## config.mk

```make
export PLATFORM = sky130hd
export DESIGN_NAME = multicast_membership_table_core_flat
export DESIGN_NICKNAME = d
export VERILOG_FILES = /design/src/sv/mmt_pkg.sv /design/src/sv/mmt_if.sv /design/src/sv/mmt_ram.sv /design/src/sv/multicast_membership_table_core.sv /design/src/flat_wrapper.sv
export SDC_FILE = /design/constraint.sdc
export NUM_CORES = 2
export LEC_CHECK = 0
export BUFFER_PORTS_ARGS = -buffer_cell sky130_fd_sc_hd__buf_2
export CAP_MARGIN = 20
export CORE_MARGIN = 2
export CORE_UTILIZATION = 45
export CTS_BUF_LIST = sky130_fd_sc_hd__clkbuf_8
export DETAILED_ROUTE_END_ITERATION = 10
export SYNTH_ARGS = -nofsm -noshare
export SYNTH_HDL_FRONTEND = slang
export SYNTH_HIERARCHICAL = 1
export SYNTH_MEMORY_MAX_BITS = 65536
export SYNTH_SLANG_ARGS = --single-unit
```

## constraint.sdc

```tcl
create_clock -name clk -period 7.1 [get_ports clk]
set_clock_uncertainty 0.2 [all_clocks]
set_input_delay 1.42 -clock clk [delete_from_list [all_inputs] [get_ports clk]]
set_output_delay 1.42 -clock clk [all_outputs]
set_load 0.05 [all_outputs]
```

## src/sv/mmt_pkg.sv

```systemverilog
// mmt_pkg: shared types and constants of the multicast membership table
// command, status and notice codes, entry layout and result record
// no dependencies
`default_nettype none

package mmt_pkg;

  // field widths
  localparam int CMD_W    = 2;
  localparam int KEY_W    = 64;
  localparam int SS_W     = 8;
  localparam int JS_W     = 4;
  localparam int STAT_W   = 2;
  localparam int NTC_W    = 2;
  localparam int FCOUNT_W = 7;

  // command codes
  localparam logic [CMD_W-1:0] CMD_JOIN   = 2'd0;
  localparam logic [CMD_W-1:0] CMD_LEAVE  = 2'd1;
  localparam logic [CMD_W-1:0] CMD_DELETE = 2'd2;
  localparam logic [CMD_W-1:0] CMD_QUERY  = 2'd3;

  // status codes
  localparam logic [STAT_W-1:0] STAT_OK         = 2'd0;
  localparam logic [STAT_W-1:0] STAT_NOT_MEMBER = 2'd1;
  localparam logic [STAT_W-1:0] STAT_TABLE_FULL = 2'd2;

  // notice codes
  localparam logic [NTC_W-1:0] NTC_NONE       = 2'd0;
  localparam logic [NTC_W-1:0] NTC_FIRST_FULL = 2'd1;
  localparam logic [NTC_W-1:0] NTC_LAST_FULL  = 2'd2;

  // join-state masks
  localparam logic [JS_W-1:0] JS_ALL  = 4'hF;
  localparam logic [JS_W-1:0] JS_NONE = 4'h0;

  // full count saturation limit
  localparam logic [FCOUNT_W-1:0] FCOUNT_MAX = 7'd127;

  // one table entry as stored in memory
  typedef struct packed {
    logic             valid;
    logic [KEY_W-1:0] key;
    logic [SS_W-1:0]  ss_byte;
  } entry_t;

  localparam int ENTRY_W = $bits(entry_t);

  // one result item
  typedef struct packed {
    logic [STAT_W-1:0]   status;
    logic                found;
    logic [SS_W-1:0]     scope_state_out;
    logic [NTC_W-1:0]    notice;
    logic                reroute;
    logic                group_removed;
    logic [FCOUNT_W-1:0] full_count;
  } result_t;

endpackage

`default_nettype wire

```

## src/sv/mmt_if.sv

```systemverilog
// mmt_if: valid/ready channel interfaces of the multicast membership table
// request, result and configuration channels
// depends on mmt_pkg
`default_nettype none

interface mmt_req_if import mmt_pkg::*; ();
  logic              valid;
  logic              ready;
  logic [CMD_W-1:0]  cmd;
  logic [KEY_W-1:0]  port_key;
  logic [SS_W-1:0]   req_scope_state;

  modport source (output valid, cmd, port_key, req_scope_state, input ready);
  modport sink   (input valid, cmd, port_key, req_scope_state, output ready);
endinterface

interface mmt_res_if import mmt_pkg::*; ();
  logic                valid;
  logic                ready;
  logic [STAT_W-1:0]   status;
  logic                found;
  logic [SS_W-1:0]     scope_state_out;
  logic [NTC_W-1:0]    notice;
  logic                reroute;
  logic                group_removed;
  logic [FCOUNT_W-1:0] full_count;

  modport source (output valid, status, found, scope_state_out, notice, reroute,
                  group_removed, full_count, input ready);
  modport sink   (input valid, status, found, scope_state_out, notice, reroute,
                  group_removed, full_count, output ready);
endinterface

interface mmt_cfg_if ();
  logic valid;
  logic ready;
  logic keep_group;

  modport source (output valid, keep_group, input ready);
  modport sink   (input valid, keep_group, output ready);
endinterface

`default_nettype wire

```

## src/sv/mmt_ram.sv

```systemverilog
// mmt_ram: generic single-write, single-read RAM with registered read data
// no dependencies
`default_nettype none

module mmt_ram #(
  parameter int WIDTH = 8,
  parameter int DEPTH = 16
) (
  input  wire logic                     clk,
  input  wire logic                     we,
  input  wire logic [$clog2(DEPTH)-1:0] waddr,
  input  wire logic [WIDTH-1:0]         wdata,
  input  wire logic [$clog2(DEPTH)-1:0] raddr,
  output logic      [WIDTH-1:0]         rdata
);

  logic [WIDTH-1:0] mem [DEPTH];

  // write port and registered read port
  always_ff @(posedge clk) begin
    if (we) begin
      mem[waddr] <= wdata;
    end
    rdata <= mem[raddr];
  end

endmodule

`default_nettype wire

```

## src/sv/multicast_membership_table_core.sv

```systemverilog
// multicast_membership_table_core: member table of one multicast group
// depends on mmt_pkg, mmt_if (channel interfaces) and mmt_ram
//
// Usage:
//   in_ch   request items (cmd, port_key, req_scope_state), valid/ready
//   out_ch  one result item per request, valid/ready
//   cfg_ch  write of the keep-group bit, always ready; write only when idle
// One request walks the whole member table through a single compare unit,
// one entry per cycle from the table RAM, then updates the entry and the
// full member count once the output register is free. Requests are taken
// only in the idle state, so a new request is not accepted until the
// previous one has finished its update step.
// When the last full member leaves, a clearing pass over every entry
// follows the result, and no request is taken during it.
// After reset the same clearing pass runs before the first request is
// accepted. The result sits in an output register: a new request is
// taken while it waits, but the next result stays held until the
// receiver takes the current one.
`default_nettype none

module multicast_membership_table_core import mmt_pkg::*; #(
  parameter int MAX_MEMBERS = 64
) (
  input  wire logic clk,
  input  wire logic rst_n,
  mmt_req_if.sink   in_ch,
  mmt_res_if.source out_ch,
  mmt_cfg_if.sink   cfg_ch
);

  localparam int AW   = $clog2(MAX_MEMBERS);
  localparam int CNTW = AW + 1;
  localparam int CW   = $clog2(MAX_MEMBERS + 1);
  localparam int FW   = CW + FCOUNT_W;
  localparam logic [CNTW-1:0] CNT_END  = CNTW'(MAX_MEMBERS);
  localparam logic [CNTW-1:0] CNT_LAST = CNTW'(MAX_MEMBERS - 1);

  typedef enum logic [1:0] {ST_CLEAR, ST_IDLE, ST_SCAN, ST_EXEC} state_t;

  state_t            state_r;
  logic [CNTW-1:0]   cnt_r;
  logic              rd_vld_r;
  logic [AW-1:0]     rd_idx_r;
  logic [CMD_W-1:0]  cmd_r;
  logic [KEY_W-1:0]  key_r;
  logic [SS_W-1:0]   req_r;
  logic              hit_r;
  logic [AW-1:0]     hit_idx_r;
  logic [SS_W-1:0]   hit_ss_r;
  logic              free_r;
  logic [AW-1:0]     free_idx_r;
  logic [CW-1:0]     full_r;
  logic              keep_group_r;
  logic              out_valid_r;
  result_t           out_r;

  logic [ENTRY_W-1:0] rd_data;
  entry_t             rd_entry;
  logic               ram_we;
  logic [AW-1:0]      ram_waddr;
  logic [ENTRY_W-1:0] ram_wdata;

  logic               ex_we;
  logic [AW-1:0]      ex_addr;
  entry_t             ex_entry;
  result_t            res;
  logic [CW-1:0]      full_nxt;
  logic               clear_all;
  logic               exec_go;
  logic [JS_W-1:0]    leave_bits;
  logic [JS_W-1:0]    new_js;
  logic [JS_W-1:0]    join_js;
  logic [FW-1:0]      full_wide;

  // table memory
  mmt_ram #(
    .WIDTH(ENTRY_W),
    .DEPTH(MAX_MEMBERS)
  ) u_table (
    .clk  (clk),
    .we   (ram_we),
    .waddr(ram_waddr),
    .wdata(ram_wdata),
    .raddr(cnt_r[AW-1:0]),
    .rdata(rd_data)
  );

  assign rd_entry = entry_t'(rd_data);

  // handshakes
  assign in_ch.ready  = (state_r == ST_IDLE);
  assign cfg_ch.ready = 1'b1;
  assign exec_go      = (state_r == ST_EXEC) && (!out_valid_r || out_ch.ready);

  // result channel
  assign out_ch.valid           = out_valid_r;
  assign out_ch.status          = out_r.status;
  assign out_ch.found           = out_r.found;
  assign out_ch.scope_state_out = out_r.scope_state_out;
  assign out_ch.notice          = out_r.notice;
  assign out_ch.reroute         = out_r.reroute;
  assign out_ch.group_removed   = out_r.group_removed;
  assign out_ch.full_count      = out_r.full_count;

  // update step: entry write-back, count and result from the scan outcome
  always_comb begin
    ex_we     = 1'b0;
    ex_addr   = hit_idx_r;
    ex_entry  = '{valid: 1'b1, key: key_r, ss_byte: hit_ss_r};
    res       = '0;
    full_nxt  = full_r;
    clear_all = 1'b0;
    join_js   = hit_ss_r[JS_W-1:0] | req_r[JS_W-1:0];
    leave_bits = (cmd_r == CMD_DELETE) ? JS_ALL : req_r[JS_W-1:0];
    new_js    = hit_ss_r[JS_W-1:0] & ~leave_bits;
    res.status = STAT_OK;
    res.notice = NTC_NONE;
    case (cmd_r)
      CMD_JOIN: begin
        if (hit_r) begin
          // existing member keeps its scope, join bits are merged
          ex_we = 1'b1;
          ex_entry.ss_byte = {hit_ss_r[SS_W-1:JS_W], join_js};
          res.found = 1'b1;
          res.scope_state_out = {hit_ss_r[SS_W-1:JS_W], join_js};
          if (req_r[0] && !hit_ss_r[0]) begin
            full_nxt = full_r + CW'(1);
            if (full_r == '0) begin
              res.notice = NTC_FIRST_FULL;
            end
          end
        end else if (free_r) begin
          // new member goes into the lowest free slot
          ex_we = 1'b1;
          ex_addr = free_idx_r;
          ex_entry.ss_byte = req_r;
          res.scope_state_out = req_r;
          res.reroute = 1'b1;
          if (req_r[0]) begin
            full_nxt = full_r + CW'(1);
            if (full_r == '0) begin
              res.notice = NTC_FIRST_FULL;
            end
          end
        end else begin
          res.status = STAT_TABLE_FULL;
        end
      end
      CMD_LEAVE, CMD_DELETE: begin
        if (!hit_r) begin
          res.status = STAT_NOT_MEMBER;
        end else begin
          res.found = 1'b1;
          ex_we = 1'b1;
          if (new_js != JS_NONE) begin
            ex_entry.ss_byte = {hit_ss_r[SS_W-1:JS_W], new_js};
            res.scope_state_out = {hit_ss_r[SS_W-1:JS_W], new_js};
          end else begin
            // no join bits left: entry removed
            ex_entry.valid = 1'b0;
            res.scope_state_out = hit_ss_r;
            res.reroute = 1'b1;
          end
          if (hit_ss_r[0] && !new_js[0] && (full_r != '0)) begin
            full_nxt = full_r - CW'(1);
            if (full_r == CW'(1)) begin
              // last full member gone: table cleared
              res.notice = NTC_LAST_FULL;
              clear_all = 1'b1;
              res.group_removed = !keep_group_r;
            end
          end
        end
      end
      CMD_QUERY: begin
        if (hit_r) begin
          res.found = 1'b1;
          res.scope_state_out = hit_ss_r;
        end else begin
          res.status = STAT_NOT_MEMBER;
        end
      end
      default: begin
        res.status = STAT_OK;
      end
    endcase
    // saturate the reported count
    full_wide = {{FCOUNT_W{1'b0}}, full_nxt};
    if (full_wide > FW'(FCOUNT_MAX)) begin
      res.full_count = FCOUNT_MAX;
    end else begin
      res.full_count = full_wide[FCOUNT_W-1:0];
    end
  end

  // memory write port: clearing pass or update step
  always_comb begin
    if (state_r == ST_CLEAR) begin
      ram_we    = 1'b1;
      ram_waddr = cnt_r[AW-1:0];
      ram_wdata = '0;
    end else begin
      ram_we    = exec_go && ex_we;
      ram_waddr = ex_addr;
      ram_wdata = ex_entry;
    end
  end

  // sequencer, scan unit and result register
  always_ff @(posedge clk) begin
    if (!rst_n) begin
      state_r      <= ST_CLEAR;
      cnt_r        <= '0;
      rd_vld_r     <= 1'b0;
      hit_r        <= 1'b0;
      free_r       <= 1'b0;
      full_r       <= '0;
      keep_group_r <= 1'b0;
      out_valid_r  <= 1'b0;
    end else begin
      // configuration write
      if (cfg_ch.valid) begin
        keep_group_r <= cfg_ch.keep_group;
      end
      // result taken
      if (out_valid_r && out_ch.ready) begin
        out_valid_r <= 1'b0;
      end
      case (state_r)
        ST_CLEAR: begin
          cnt_r <= cnt_r + CNTW'(1);
          if (cnt_r == CNT_LAST) begin
            state_r <= ST_IDLE;
          end
        end
        ST_IDLE: begin
          if (in_ch.valid) begin
            cmd_r    <= in_ch.cmd;
            key_r    <= in_ch.port_key;
            req_r    <= in_ch.req_scope_state;
            hit_r    <= 1'b0;
            free_r   <= 1'b0;
            cnt_r    <= '0;
            rd_vld_r <= 1'b0;
            state_r  <= ST_SCAN;
          end
        end
        ST_SCAN: begin
          // issue next read
          if (cnt_r != CNT_END) begin
            cnt_r <= cnt_r + CNTW'(1);
          end
          rd_vld_r <= (cnt_r != CNT_END);
          rd_idx_r <= cnt_r[AW-1:0];
          // compare the entry that came back
          if (rd_vld_r) begin
            if (rd_entry.valid && (rd_entry.key == key_r) && !hit_r) begin
              hit_r     <= 1'b1;
              hit_idx_r <= rd_idx_r;
              hit_ss_r  <= rd_entry.ss_byte;
            end
            if (!rd_entry.valid && !free_r) begin
              free_r     <= 1'b1;
              free_idx_r <= rd_idx_r;
            end
          end
          if ((cnt_r == CNT_END) && rd_vld_r) begin
            state_r <= ST_EXEC;
          end
        end
        ST_EXEC: begin
          if (exec_go) begin
            out_r       <= res;
            out_valid_r <= 1'b1;
            full_r      <= full_nxt;
            cnt_r       <= '0;
            state_r     <= clear_all ? ST_CLEAR : ST_IDLE;
          end
        end
        default: begin
          state_r <= ST_IDLE;
        end
      endcase
    end
  end

  // reset always starts the clearing pass from entry zero
  a_reset_clear: assert property (@(posedge clk)
    !rst_n |=> (state_r == ST_CLEAR) && (cnt_r == '0))
    else $error("reset did not start the clearing pass");

  // losing the last full member clears the table after the result
  a_clear_after_last: assert property (@(posedge clk) disable iff (!rst_n)
    (exec_go && clear_all) |=> (state_r == ST_CLEAR) && out_valid_r)
    else $error("table clear did not follow last full member leave");

  // last-member notice reports an empty group
  a_last_zero: assert property (@(posedge clk) disable iff (!rst_n)
    (out_valid_r && (out_r.notice == NTC_LAST_FULL)) |-> (out_r.full_count == '0))
    else $error("last member notice with nonzero full count");

  // failed requests change nothing visible
  a_fail_quiet: assert property (@(posedge clk) disable iff (!rst_n)
    (out_valid_r && (out_r.status != STAT_OK)) |->
      (!out_r.reroute && !out_r.found && (out_r.notice == NTC_NONE)))
    else $error("failed request reported a change");

  // a new result is never loaded over one still waiting
  a_no_overwrite: assert property (@(posedge clk) disable iff (!rst_n)
    (out_valid_r && !out_ch.ready) |=> $stable(out_r))
    else $error("result overwritten before it was taken");

endmodule

`default_nettype wire

```

## src/flat_wrapper.sv

```systemverilog
// flat-port wrapper written by rule: the top's interface ports become plain ports
module multicast_membership_table_core_flat import mmt_pkg::*;
#(
  parameter int MAX_MEMBERS = 64
)
  (clk, rst_n, in_ch_valid, in_ch_cmd, in_ch_port_key, in_ch_req_scope_state, in_ch_ready, out_ch_valid, out_ch_status, out_ch_found, out_ch_scope_state_out, out_ch_notice, out_ch_reroute, out_ch_group_removed, out_ch_full_count, out_ch_ready, cfg_ch_valid, cfg_ch_keep_group, cfg_ch_ready);
  mmt_req_if in_ch_i ();
  mmt_res_if out_ch_i ();
  mmt_cfg_if cfg_ch_i ();
  input  wire logic clk;
  input  wire logic rst_n;
  input wire logic [$bits(in_ch_i.valid)-1:0] in_ch_valid;
  input wire logic [$bits(in_ch_i.cmd)-1:0] in_ch_cmd;
  input wire logic [$bits(in_ch_i.port_key)-1:0] in_ch_port_key;
  input wire logic [$bits(in_ch_i.req_scope_state)-1:0] in_ch_req_scope_state;
  output wire logic [$bits(in_ch_i.ready)-1:0] in_ch_ready;
  output wire logic [$bits(out_ch_i.valid)-1:0] out_ch_valid;
  output wire logic [$bits(out_ch_i.status)-1:0] out_ch_status;
  output wire logic [$bits(out_ch_i.found)-1:0] out_ch_found;
  output wire logic [$bits(out_ch_i.scope_state_out)-1:0] out_ch_scope_state_out;
  output wire logic [$bits(out_ch_i.notice)-1:0] out_ch_notice;
  output wire logic [$bits(out_ch_i.reroute)-1:0] out_ch_reroute;
  output wire logic [$bits(out_ch_i.group_removed)-1:0] out_ch_group_removed;
  output wire logic [$bits(out_ch_i.full_count)-1:0] out_ch_full_count;
  input wire logic [$bits(out_ch_i.ready)-1:0] out_ch_ready;
  input wire logic [$bits(cfg_ch_i.valid)-1:0] cfg_ch_valid;
  input wire logic [$bits(cfg_ch_i.keep_group)-1:0] cfg_ch_keep_group;
  output wire logic [$bits(cfg_ch_i.ready)-1:0] cfg_ch_ready;
  assign in_ch_i.valid = in_ch_valid;
  assign in_ch_i.cmd = in_ch_cmd;
  assign in_ch_i.port_key = in_ch_port_key;
  assign in_ch_i.req_scope_state = in_ch_req_scope_state;
  assign in_ch_ready = in_ch_i.ready;
  assign out_ch_valid = out_ch_i.valid;
  assign out_ch_status = out_ch_i.status;
  assign out_ch_found = out_ch_i.found;
  assign out_ch_scope_state_out = out_ch_i.scope_state_out;
  assign out_ch_notice = out_ch_i.notice;
  assign out_ch_reroute = out_ch_i.reroute;
  assign out_ch_group_removed = out_ch_i.group_removed;
  assign out_ch_full_count = out_ch_i.full_count;
  assign out_ch_i.ready = out_ch_ready;
  assign cfg_ch_i.valid = cfg_ch_valid;
  assign cfg_ch_i.keep_group = cfg_ch_keep_group;
  assign cfg_ch_ready = cfg_ch_i.ready;
  multicast_membership_table_core #(.MAX_MEMBERS(MAX_MEMBERS)) u_core (.clk(clk), .rst_n(rst_n), .in_ch(in_ch_i), .out_ch(out_ch_i), .cfg_ch(cfg_ch_i));
endmodule
```

==> out/metrics.cfg <==
[run_status]
outcome = finished, final reports clean

[routing]
vias = 93088
wire_per_inst_um = 36.58
routed-wl-met2_um = 249900
dr.pass1.iters = 7
initialDrtViolationCount = 13795
top_layer = met5
remaining_drc_errors = 0
wl_met3_um = 61630
ant_nets = 0
drt-total-wl_um = 543300
viasPerCell = 6.267
wl_met1_um = 208200

[sta]
tightest_slew_ps = 1325
slew_violations = 0
relSlewSlack_pct = 11.11
holdWs_ps = 127.9
tns_ps = 0
fin_crit_sh_pct = 85.18
fmax_ghz = 0.1654
setup_viol = 0
final.min_clock_period_ps = 6048
rsz0062_at_grt = false
hold_viol = 0

[finish]
final_cells = 14854
nets = 8880
area_growth_syn_to_layout_pct = 12.59
drive_gt1_share_pct = 28.99
finish.utilization_pct = 50.87
fillers = 31909

[cts]
clock_path_buffers = 4
insertion_delay_ps = 1260
postCtsHoldBufs = 0
cts_buffers = 747
cts_resized = 0
cts.htree.levels = 6
cts_tree = yes
post-cts-setup-buffer-count = 0
clock_sinks = 4888
cts_root_buf = clkbuf_8
clk_pin_slew_ps = 60

[hold_path]
hold_path.class = in2reg

[die]
core_area_um2 = 409600
io_pins = 105
start_util_pct = 45.18
core.rowCount = 235
die_y_um = 645.3
dieArea_um2 = 416400
die_x_um = 645.3

[worst_setup_path]
required_ps = 7750
crit_fanout = 30
crit_type = reg2reg
startpoint_type = flop
cp-end-kind = flop
arrival_ps = 6690

[global_routing]
grtUsageTotal_pct = 25.75
grt_pass1_vias = 91251
grt_max_degree = 129
grt_first_pass_wirelength_um = 741400
antenna_found_initial = 40
grt_overflow = 0

[logic_synthesis]
synth_edf_count = 4794
synthTopCellsByArea = edfxtp_1 (78%), mux4_2 (14%), a22oi_1 (1.2%)
synth_ff_type = edfxtp_1
syn-num-nets = 8162
synthXorXnorAreaFrac_pct = 0.2508
ys_ff_latch = 4888
synthSimpleGateAreaFrac_pct = 1.642
synth_mux_area_share_pct = 14.88
netlist.area_leader.share_pct = 77.79
synth_top_family_by_area = multiplexers
synth_fa_ha_area_share_pct = 0.08114
synth.distinct_cells = 74
syn-instance-count = 8070
yosys_warnings = 6
syn_area_um2 = 185100
synthArstFlopShare_pct = 0
postSynthAreaPerCell_um2 = 22.93
synth_compound_area_share_pct = 3.081
yosysSeqAreaShare_pct = 78.81
synth_area_leader_cell = edfxtp_1

[power_and_ir_drop]
vdd_ir_drop_max_uv = 520.4
power.leakage_nw = 65.64
p_per_area_nw_per_um2 = 361.6
power_mw = 75.34

[run]
drv_cap = 0

[placed_design]
dp_cells = 13484
dp_hpwl_um = 322100
io_buffers = 103
place_congestion = 0.9965

## kinds of logic (layout without fill, tap and decap cells)
logic type,Yosys count,count (layout)
fa+ha+maj,12,12
mux,1291,1291
buf+inv,488,1807
compound gates,755,755
xor+xnor,53,53
other cells,1,15
simple gates,582,582
flops,4888,4888
## through the flow
step / setup slack, ps / cell area [um^2]
finish: 1052 / 208400
CTS: 1225 / 208300
detailed placement: 1263 / 194500
floorplan: 657.9 / 185100
global placement: 1313 / 194500
global route: 849.5 / 208300
## layout make-up
cell class | instances | area (um^2) | area share [%]
multi-input cells | 2694 | 38060 | 18.27
clock buffers | 770 | 10600 | 5.086
repair buffers | 429 | 3762 | 1.806
diodes | 14 | 35.03 | 0.01681
clock inverters | 580 | 3113 | 1.494
flip-flops and latches | 4888 | 145900 | 70.01
inverters | 28 | 105.1 | 0.05044
well taps | 5451 | 6820 | 3.273
## cells in the final DEF (no fill, tap or decap), types with 10 or more instances in the layout
cell type	count
a211oi_1	73
a21oi_1	22
a22oi_1	297
a31oi_1	10
buf_12	63
buf_2	103
buf_4	260
bufinv_16	17
clkbuf_8	770
clkinv_1	170
clkinv_2	98
dfxtp_1	89
diode_2	14
edfxtp_1	4794
ha_1	11
inv_1	275
inv_8	15
mux2i_1	123
mux4_2	1168
nand2_1	33
nand2b_1	26
nand3_1	143
nand3b_1	29
nand4_1	34
nor2_1	95
nor2_4	76
nor2b_1	10
nor2b_4	58
nor3_1	13
o211a_1	74
o21ai_0	20
o221ai_1	58
o22ai_1	147
xnor2_1	47
## synthesized netlist by cell type (all sizes together), types with 8 or more instances
| cell | n |
|---|---|
| clkbuf | 190 |
| o221ai | 58 |
| inv | 27 |
| nand3 | 145 |
| mux2i | 123 |
| a211oi | 74 |
| buf | 270 |
| nor2b | 74 |
| dfxtp | 94 |
| o22ai | 147 |
| a21oi | 25 |
| nand4 | 34 |
| o211a | 75 |
| or2 | 10 |
| o21ai | 25 |
| xnor2 | 48 |
| a22oi | 297 |
| nand2b | 30 |
| nor3 | 15 |
| nor2 | 171 |
| nor4 | 12 |
| edfxtp | 4794 |
| or3 | 8 |
| nand3b | 29 |
| ha | 12 |
| nand2 | 35 |
| mux4 | 1168 |
| a31oi | 10 |
## flip-flops by register name (all words and copies together) (netlist names)
name and count:
u_core/out_ch.found 1, u_core/hit_r 1, u_core/u_table/rdata 73, u_core/out_ch.reroute 1, u_core/full_r 7, u_core/out_ch.group_removed 1
u_core/key_r 64, u_core/hit_idx_r 6, u_core/u_table/mem 4672, u_core/out_ch.notice 2, u_core/out_ch.status 2, u_core/cmd_r 2
u_core/rd_idx_r 6, u_core/keep_group_r 1, u_core/out_ch.scope_state_out 8, u_core/free_r 1, u_core/cnt_r 7, u_core/req_r 8
u_core/free_idx_r 6, u_core/hit_ss_r 8, u_core/state_r 2, u_core/out_ch.full_count 7, u_core/rd_vld_r 1, u_core/out_ch.valid 1
## critical path, cell delays in order, from the launching register on
cell	delay [ps]
edfxtp_1	400
inv_1	100
ha_1	690
nand2_1	620
mux2i_1	250
o21ai_0	820
nand4b_1	990
nor2_4	960
buf_4	580
## layer usage
metal / track usage, % / vias up
li1: - / 36248
met1: 35.93 / 50113
met2: 38.96 / 5842
met3: 6.617 / 871
met4: 10.44 / 14
met5: 0 / -
## power by group
group / leakage, nW / internal (mW) / switching [mW]
registers: 45.2 / 34.8 / 0.609
logic: 12.4 / 6.70 / 11.5
clock network: 7.98 / 10.7 / 10.9
## worst paths after layout
kind | slack, ps | startpoint | endpoint | depth (start not counted)
max | 1050 | u_core/cmd_r[0] | u_core/u_table/mem[42][18] | 8
min | 130 | in_ch_port_key[3] | u_core/key_r[3] | 1
max reg2reg | 1050 | u_core/cmd_r[0] | u_core/u_table/mem[42][18] | 8
min reg2reg | 220 | u_core/u_table/rdata[1] | u_core/hit_ss_r[1] | 0
(Power assumes the default switching activity.)
